File: config.mk
export PLATFORM = sky130hd
export DESIGN_NAME = gpio_bank_interrupt_controller
export DESIGN_NICKNAME = d
export VERILOG_FILES = /design/src/sv/gbic_pkg.sv /design/src/sv/gbic_bank_regs.sv /design/src/sv/gpio_bank_interrupt_controller.sv
export SDC_FILE = /design/constraint.sdc
export NUM_CORES = 2
export LEC_CHECK = 0
export BUFFER_PORTS_ARGS = -buffer_cell sky130_fd_sc_hd__buf_2
export CAP_MARGIN = 40
export CORE_ASPECT_RATIO = 1.4
export CORE_MARGIN = 4
export CORE_UTILIZATION = 35
export DETAILED_ROUTE_END_ITERATION = 16
export SLEW_MARGIN = 0
export SYNTH_ARGS = -nofsm -noshare
export SYNTH_HDL_FRONTEND = slang
export SYNTH_HIERARCHICAL = 1
export SYNTH_SLANG_ARGS = --single-unit
export TNS_END_PERCENT = 50
File: constraint.sdc
create_clock -name clk -period 20.4 [get_ports clk]
set_clock_uncertainty 0.05 [all_clocks]
set_input_delay 1.02 -clock clk [delete_from_list [all_inputs] [get_ports clk]]
set_output_delay 1.02 -clock clk [all_outputs]
set_load 0.02 [all_outputs]
File: src/sv/gbic_pkg.sv
`timescale 1ns / 1ps

package gbic_pkg;

  localparam int BANKS         = 8;
  localparam int PINS_PER_BANK = 32;

  localparam int BANK_IDX_W = (BANKS > 1) ? $clog2(BANKS) : 1;

  localparam logic [31:0] PIN_MASK = 32'((64'd1 << PINS_PER_BANK) - 64'd1);
  localparam logic [5:0]  NO_PENDING = 6'd32;

  typedef enum logic [1:0] {
    FUNC_READ   = 2'd0,
    FUNC_WRITE  = 2'd1,
    FUNC_SAMPLE = 2'd2
  } func_t;

  typedef enum logic [2:0] {
    REG_IN     = 3'd0,
    REG_OUT    = 3'd1,
    REG_STATUS = 3'd2,
    REG_CLEAR  = 3'd3,
    REG_ENABLE = 3'd4,
    REG_EDGE   = 3'd5,
    REG_POL    = 3'd6,
    REG_OE     = 3'd7
  } reg_sel_t;

  typedef struct packed {
    logic [1:0]  func;
    logic [2:0]  bank_id;
    logic [2:0]  reg_select;
    logic [31:0] write_data;
    logic [31:0] pin_levels;
  } item_t;

  typedef struct packed {
    logic [31:0] read_data;
    logic        irq_request;
    logic [5:0]  first_pending;
    logic [31:0] out_value;
    logic [31:0] out_enable;
  } result_t;

endpackage

File: src/sv/gbic_bank_regs.sv
`timescale 1ns / 1ps

module gbic_bank_regs (
  input  logic            clk,
  input  logic            rst_n,
  input  logic            upd,
  input  gbic_pkg::item_t item,
  output gbic_pkg::result_t res
);
  import gbic_pkg::*;

  logic [31:0] in_lv_r  [BANKS];
  logic [31:0] out_val_r[BANKS];
  logic [31:0] out_en_r [BANKS];
  logic [31:0] irq_en_r [BANKS];
  logic [31:0] edge_r   [BANKS];
  logic [31:0] pol_r    [BANKS];
  logic [31:0] status_r [BANKS];
  logic [BANKS-1:0] pend_r;

  logic [BANKS-1:0] pend_nxt;
  logic [31:0] in_lv_nxt, out_val_nxt, out_en_nxt, irq_en_nxt;
  logic [31:0] edge_nxt, pol_nxt, status_nxt;
  logic [31:0] wd, lv, rise, fall, edge_hit, level_hit, hit, active;
  logic [31:0] rdata;
  logic [5:0]  first;
  logic [BANK_IDX_W-1:0] idx;
  logic        bank_ok;

  assign idx     = BANK_IDX_W'(item.bank_id);
  assign bank_ok = 32'(item.bank_id) < BANKS;
  assign wd      = item.write_data & PIN_MASK;
  assign lv      = item.pin_levels & PIN_MASK;

  always_comb begin
    in_lv_nxt   = in_lv_r[idx];
    out_val_nxt = out_val_r[idx];
    out_en_nxt  = out_en_r[idx];
    irq_en_nxt  = irq_en_r[idx];
    edge_nxt    = edge_r[idx];
    pol_nxt     = pol_r[idx];
    status_nxt  = status_r[idx];
    rdata       = '0;

    rise      = ~in_lv_r[idx] & lv;
    fall      = in_lv_r[idx] & ~lv;
    edge_hit  = (rise & pol_r[idx]) | (fall & ~pol_r[idx]);
    level_hit = ~(lv ^ pol_r[idx]);
    hit       = ((edge_hit & edge_r[idx]) | (level_hit & ~edge_r[idx])) & PIN_MASK;

    if (bank_ok) begin
      case (item.func)
        FUNC_READ: begin
          case (item.reg_select)
            REG_IN:     rdata = in_lv_r[idx];
            REG_OUT:    rdata = out_val_r[idx];
            REG_STATUS: rdata = status_r[idx];
            REG_ENABLE: rdata = irq_en_r[idx];
            REG_EDGE:   rdata = edge_r[idx];
            REG_POL:    rdata = pol_r[idx];
            REG_OE:     rdata = out_en_r[idx];
            default:    rdata = '0;
          endcase
        end
        FUNC_WRITE: begin
          case (item.reg_select)
            REG_OUT:    out_val_nxt = wd;
            REG_CLEAR:  status_nxt  = status_r[idx] & ~wd;
            REG_ENABLE: irq_en_nxt  = wd;
            REG_EDGE:   edge_nxt    = wd;
            REG_POL:    pol_nxt     = wd;
            REG_OE:     out_en_nxt  = wd;
            default:    ;
          endcase
        end
        FUNC_SAMPLE: begin
          status_nxt = (status_r[idx] | hit) & PIN_MASK;
          in_lv_nxt  = lv;
        end
        default: ;
      endcase
    end
  end

  assign active = status_nxt & irq_en_nxt;

  // lowest set bit wins: scan from the top so the last hit is the lowest
  always_comb begin
    first = NO_PENDING;
    for (int i = 31; i >= 0; i--) begin
      if (active[i]) begin
        first = 6'(i);
      end
    end
  end

  // only the addressed bank can change its pending flag
  always_comb begin
    pend_nxt = pend_r;
    if (bank_ok) begin
      pend_nxt[idx] = |active;
    end
  end

  always_ff @(posedge clk) begin
    if (!rst_n) begin
      for (int b = 0; b < BANKS; b++) begin
        in_lv_r[b]   <= '0;
        out_val_r[b] <= '0;
        out_en_r[b]  <= '0;
        irq_en_r[b]  <= '0;
        edge_r[b]    <= '0;
        pol_r[b]     <= '0;
        status_r[b]  <= '0;
      end
      pend_r <= '0;
    end else if (upd) begin
      if (bank_ok) begin
        in_lv_r[idx]   <= in_lv_nxt;
        out_val_r[idx] <= out_val_nxt;
        out_en_r[idx]  <= out_en_nxt;
        irq_en_r[idx]  <= irq_en_nxt;
        edge_r[idx]    <= edge_nxt;
        pol_r[idx]     <= pol_nxt;
        status_r[idx]  <= status_nxt;
      end
      pend_r <= pend_nxt;
    end
  end

  always_comb begin
    res.read_data     = rdata;
    res.irq_request   = |pend_nxt;
    res.first_pending = bank_ok ? first : NO_PENDING;
    res.out_value     = bank_ok ? out_val_nxt : '0;
    res.out_enable    = bank_ok ? out_en_nxt : '0;
  end

endmodule

File: src/sv/gpio_bank_interrupt_controller.sv
// GPIO bank controller with latched edge/level interrupts.
// Input channel (in_valid/in_stall): one transfer is a bus read, a bus write
// or a pin sample for one bank. Result channel (out_valid/out_stall): one
// transfer per input item, carrying read data, the interrupt request, the
// lowest enabled pending pin of the addressed bank and that bank's output
// and output enable words, all as they stand after the item's update.
// The item is held in an input register; the bank update and priority encode
// run on it once the output register can take the result, and the result lands
// in the output register. Throughput is one item per cycle while out_stall is
// low; the register file update plus the 32-bit priority encode set the cycle.
// A stall on the result side holds the output register; the input register
// still empties into it as soon as the waiting result is taken, so in_stall
// rises only when both registers are full.
// Synchronous reset clears every bank register, the pending flags and the
// valid flags of both pipeline registers.
`timescale 1ns / 1ps

module gpio_bank_interrupt_controller (
  input  logic        clk,
  input  logic        rst_n,
  input  logic        in_valid,
  output logic        in_stall,
  input  logic [1:0]  in_func,
  input  logic [2:0]  in_bank_id,
  input  logic [2:0]  in_reg_select,
  input  logic [31:0] in_write_data,
  input  logic [31:0] in_pin_levels,
  output logic        out_valid,
  input  logic        out_stall,
  output logic [31:0] out_read_data,
  output logic        out_irq_request,
  output logic [5:0]  out_first_pending,
  output logic [31:0] out_out_value,
  output logic [31:0] out_out_enable
);
  import gbic_pkg::*;

  item_t   item_r, item_nxt;
  logic    item_vld_r, item_vld_nxt;
  result_t res_r, res_nxt;
  logic    out_vld_r, out_vld_nxt;
  result_t res_calc;
  logic    out_ready, adv, in_xfer;

  assign out_ready = !out_vld_r || !out_stall;
  assign adv       = item_vld_r && out_ready;
  assign in_stall  = item_vld_r && !out_ready;
  assign in_xfer   = in_valid && !in_stall;

  gbic_bank_regs u_regs (
    .clk   (clk),
    .rst_n (rst_n),
    .upd   (adv),
    .item  (item_r),
    .res   (res_calc)
  );

  always_comb begin
    item_nxt     = item_r;
    item_vld_nxt = item_vld_r;
    if (in_xfer) begin
      item_nxt.func       = in_func;
      item_nxt.bank_id    = in_bank_id;
      item_nxt.reg_select = in_reg_select;
      item_nxt.write_data = in_write_data;
      item_nxt.pin_levels = in_pin_levels;
      item_vld_nxt        = 1'b1;
    end else if (adv) begin
      item_vld_nxt = 1'b0;
    end

    res_nxt     = res_r;
    out_vld_nxt = out_vld_r;
    if (adv) begin
      res_nxt     = res_calc;
      out_vld_nxt = 1'b1;
    end else if (!out_stall) begin
      out_vld_nxt = 1'b0;
    end
  end

  always_ff @(posedge clk) begin
    if (!rst_n) begin
      item_vld_r <= 1'b0;
      out_vld_r  <= 1'b0;
    end else begin
      item_vld_r <= item_vld_nxt;
      out_vld_r  <= out_vld_nxt;
    end
  end

  always_ff @(posedge clk) begin
    item_r <= item_nxt;
    res_r  <= res_nxt;
  end

  assign out_valid         = out_vld_r;
  assign out_read_data     = res_r.read_data;
  assign out_irq_request   = res_r.irq_request;
  assign out_first_pending = res_r.first_pending;
  assign out_out_value     = res_r.out_value;
  assign out_out_enable    = res_r.out_enable;

  a_adv_fills_out: assert property (@(posedge clk) disable iff (!rst_n)
    adv |=> out_vld_r)
    else $error("result lost on its way to the output register");

  a_pending_implies_irq: assert property (@(posedge clk) disable iff (!rst_n)
    out_valid && out_first_pending != NO_PENDING |-> out_irq_request)
    else $error("pending pin reported without interrupt request");

  a_first_in_range: assert property (@(posedge clk) disable iff (!rst_n)
    out_valid |-> out_first_pending <= NO_PENDING)
    else $error("first pending pin out of range");

endmodule
==> impl_results.md <==
* Status: finished clean
* CP startpoint kind: flop
* EDFF count, synth at 1967
* Syn Area/Cell at 13.16 um2
* Final #Nets at 6875
* IR drop worst, VDD at 0.06305 mV
* Finish-stage setup viols at 0
* Final Critical Period at 6849 ps
* First-pass GRT wire length at 467.5 mm
* Fmax at 146.0 MHz
* Final Hold Viols at 0
* Vias per cell at 6.052
* Crit-path slowest cell: nor3_2
* Routed Antenna Nets at 0
* Routability cong. at 0.8868
* Crit-path cells: buf_4 -> buf_4 -> buf_4 -> buf_4 -> nor2b_4 -> buf_4 -> a22oi_1 -> o221ai_1 -> a211oi_1 -> nor3_2 -> o22ai_1 -> nor4b_2 -> and4_1 -> nand4_1
* Top FF cell, synth: edfxtp_1
* Postcts setup bufs at 0
* Final WL at 337.9 mm
* Warnings from Yosys at 6
* Worst-Margin Slew at 1224 ps
* Cell mode on critical path: buf_4
* GRT overflow at 0
* Final period utilization at 33.57%
* Commonest cells after routing, fill and taps aside: edfxtp_1 (1967), nor2_1 (1928), mux2i_1 (316)
* Vias in the first global route at 60180
* Core outline area at 0.2498 mm2
* Crit. End Element: flop
* Sequential share of the synthesized area at 67.45%
* Setup CP Type: reg2reg
* Buffers on Ports at 180
* Async SR Flop Fraction at 0%
* Pwr dens at 93.56 mW/mm2
* Tightest Hold Check Type: in2reg
* Synthesized netlist cell count at 6675
* Max-cap violations at 0
* Num rows at 217
* Power Total at 9.299 mW
* Area growth syn-to-layout at 13.11%
* Post-Route Setup TNS at 0 ps
* IO Pins at 181
* Syn_nets at 6754
* Clock Latency Late Sink at 890 ps
* Initial Utilization at 35.18%
* Drt drc at 0
* CTS tree: built
* Commonest non-fill, non-tap cell in the layout: edfxtp_1
* Clock Sinks at 1977
* Max clock buf depth at 4
* Syn Std Cell Area at 0.08787 mm2
* Pin count of the biggest net entering global routing at 132
* Share of layout cells above drive strength 1 at 15.66%
* First-pass iteration count of the detailed router at 6
* Slowest stage delay, CP at 740 ps
* DP HPWL at 200.1 mm
* Gr usage total at 25.13%
* CTS Buf Count at 199
* Leak pwr at 36.01 nW
* Resize count post-CTS at 0
* CTS clk-pin slew, worst paths at 70 ps
* Root Buffer: clkbuf_16
* Die Ht at 600.9 um
* Vias post-DR at 62040
* H-Tree Depth at 4
* RSZ-0062 raised after global routing: no
* Drt wl/cell at 32.96 um
* Starting DRC count in detailed routing at 9129
* Worst path arrival time at 7380 ps
* Unique cell type count in the Yosys netlist at 101
* CP max FO at 45
* Rel. slew slack at 18.37%
* Hold Buf Count CTS at 0
* Initial antenna violation count at 29
* Die area at 0.2593 mm2
* Fillers at 23390
* Die W at 431.5 um
* Fin. max-slew vios at 0
* Worst Path Required at 20930 ps
* R2R Setup Slk at 13550 ps
* Post-synthesis register bit count at 1977
## cell type report
cell class / instances / area, um2 / share of cell area [%]
Inverter: 89 / 340.3 / 0.3424
Clock inverter: 93 / 788.3 / 0.7931
Antenna cell: 19 / 47.55 / 0.04784
Sequential cell: 1977 / 59270 / 59.63
Tap cell: 3285 / 4110 / 4.135
Timing Repair Buffer: 447 / 3662 / 3.685
Multi-Input combinational cell: 4082 / 25890 / 26.05
Clock buffer: 259 / 5286 / 5.319
## path summary, 6_finish.rpt
kind,depth (start not counted),end,startpoint
hold / removal,1,item_r[27]$_DFFE_PP_,in_pin_levels[27]
setup / recovery,14,out_irq_request$_DFFE_PP_,item_r[69]$_DFFE_PP_
hold reg to reg,2,u_regs/pend_r[0]$_SDFFE_PN0P_,u_regs/pend_r[0]$_SDFFE_PN0P_
setup reg to reg,14,out_irq_request$_DFFE_PP_,item_r[69]$_DFFE_PP_
## cells by family after synthesis
group,count (synthesis),synth area share [%]
AO/OA/AOI/OAI,980,8.212
XOR/XNOR,6,0.05980
adder cells (fa/ha/maj),3,0.04272
buffers and inverters,616,3.386
flip-flops,1977,67.45
multiplexers,601,9.302
AND/OR/NAND/NOR,2492,11.55
## synth_stat cells, types with 15 or more instances
| cell | instances | area, um2 |
|---|---|---|
| a211oi_1 | 37 | 277.8 |
| mux2_2 | 110 | 1239 |
| buf_2 | 77 | 385.4 |
| nand3b_1 | 26 | 195.2 |
| a22o_1 | 50 | 437.9 |
| a311oi_1 | 15 | 131.4 |
| o22ai_1 | 76 | 475.5 |
| o22a_1 | 21 | 183.9 |
| nor2_1 | 1932 | 7252 |
| edfxtp_1 | 1967 | 59070 |
| nor3_1 | 19 | 95.09 |
| nand3_1 | 32 | 160.2 |
| nand2_1 | 281 | 1055 |
| inv_1 | 85 | 319.1 |
| buf_4 | 39 | 292.8 |
| a221oi_1 | 127 | 1112 |
| nand2b_1 | 41 | 256.5 |
| a21oi_1 | 120 | 600.6 |
| a221o_1 | 39 | 390.4 |
| o21ai_1 | 80 | 400.4 |
| mux4_2 | 158 | 3558 |
| buf_1 | 55 | 206.5 |
| a22oi_1 | 142 | 1066 |
| o21ai_0 | 99 | 495.5 |
| and3_1 | 34 | 212.7 |
| o221ai_1 | 18 | 157.7 |
| clkbuf_1 | 308 | 1156 |
| buf_6 | 40 | 450.4 |
| mux2i_1 | 316 | 3163 |
| and2_1 | 26 | 162.7 |
| nor2b_1 | 19 | 118.9 |
## state kept, by name (all words and copies together), names as in the netlist, 72 cells and up
name and flops:
item_r 72, u_regs/edge_r 256, u_regs/in_lv_r 256, u_regs/irq_en_r 256
u_regs/out_en_r 256, u_regs/out_val_r 256, u_regs/pol_r 256, u_regs/status_r 256
## stage by stage
stage | std cells | hold WS, ps | area (um2) | util [%] | setup WS (ps)
2_1_floorplan | 6675 | 424.6 | 87870 | - | 5010
3_3_place_gp | 9815 | 456.3 | 92200 | 36.91 | 13210
3_5_place_dp | 9875 | 465.9 | 93220 | 37.32 | 13600
4_1_cts | 10230 | 208.3 | 99290 | 39.75 | 13740
5_1_grt | 10240 | 229.0 | 99350 | 39.77 | 13370
6_report | 10250 | 260.8 | 99390 | 39.79 | 13550
## worst max-delay path, delay by kind of cell (launching register included)
family          cells  cell delay, ps
simple gates        5            2440
compound gates      4             880
flops               1             320
buf+inv             5            2740
## metal layers
metal / vias up / global-route usage, % / wire length, um / share of wire [%]
li1: 24980 / - / - / -
met1: 31480 / 31.50 / 121100 / 36
met2: 4463 / 39.38 / 153400 / 45
met3: 1090 / 5.881 / 37800 / 11
met4: 18 / 15.55 / 25450 / 7.5
met5: - / 0 / 117 / 0.035
## power breakdown
part	leakage [nW]	internal, mW	switching (mW)
Clock	2.94	1.95	1.61
Sequential	20.3	4.64	0.0713
Combinational	12.8	0.274	0.759
(Power assumes the default switching activity.)
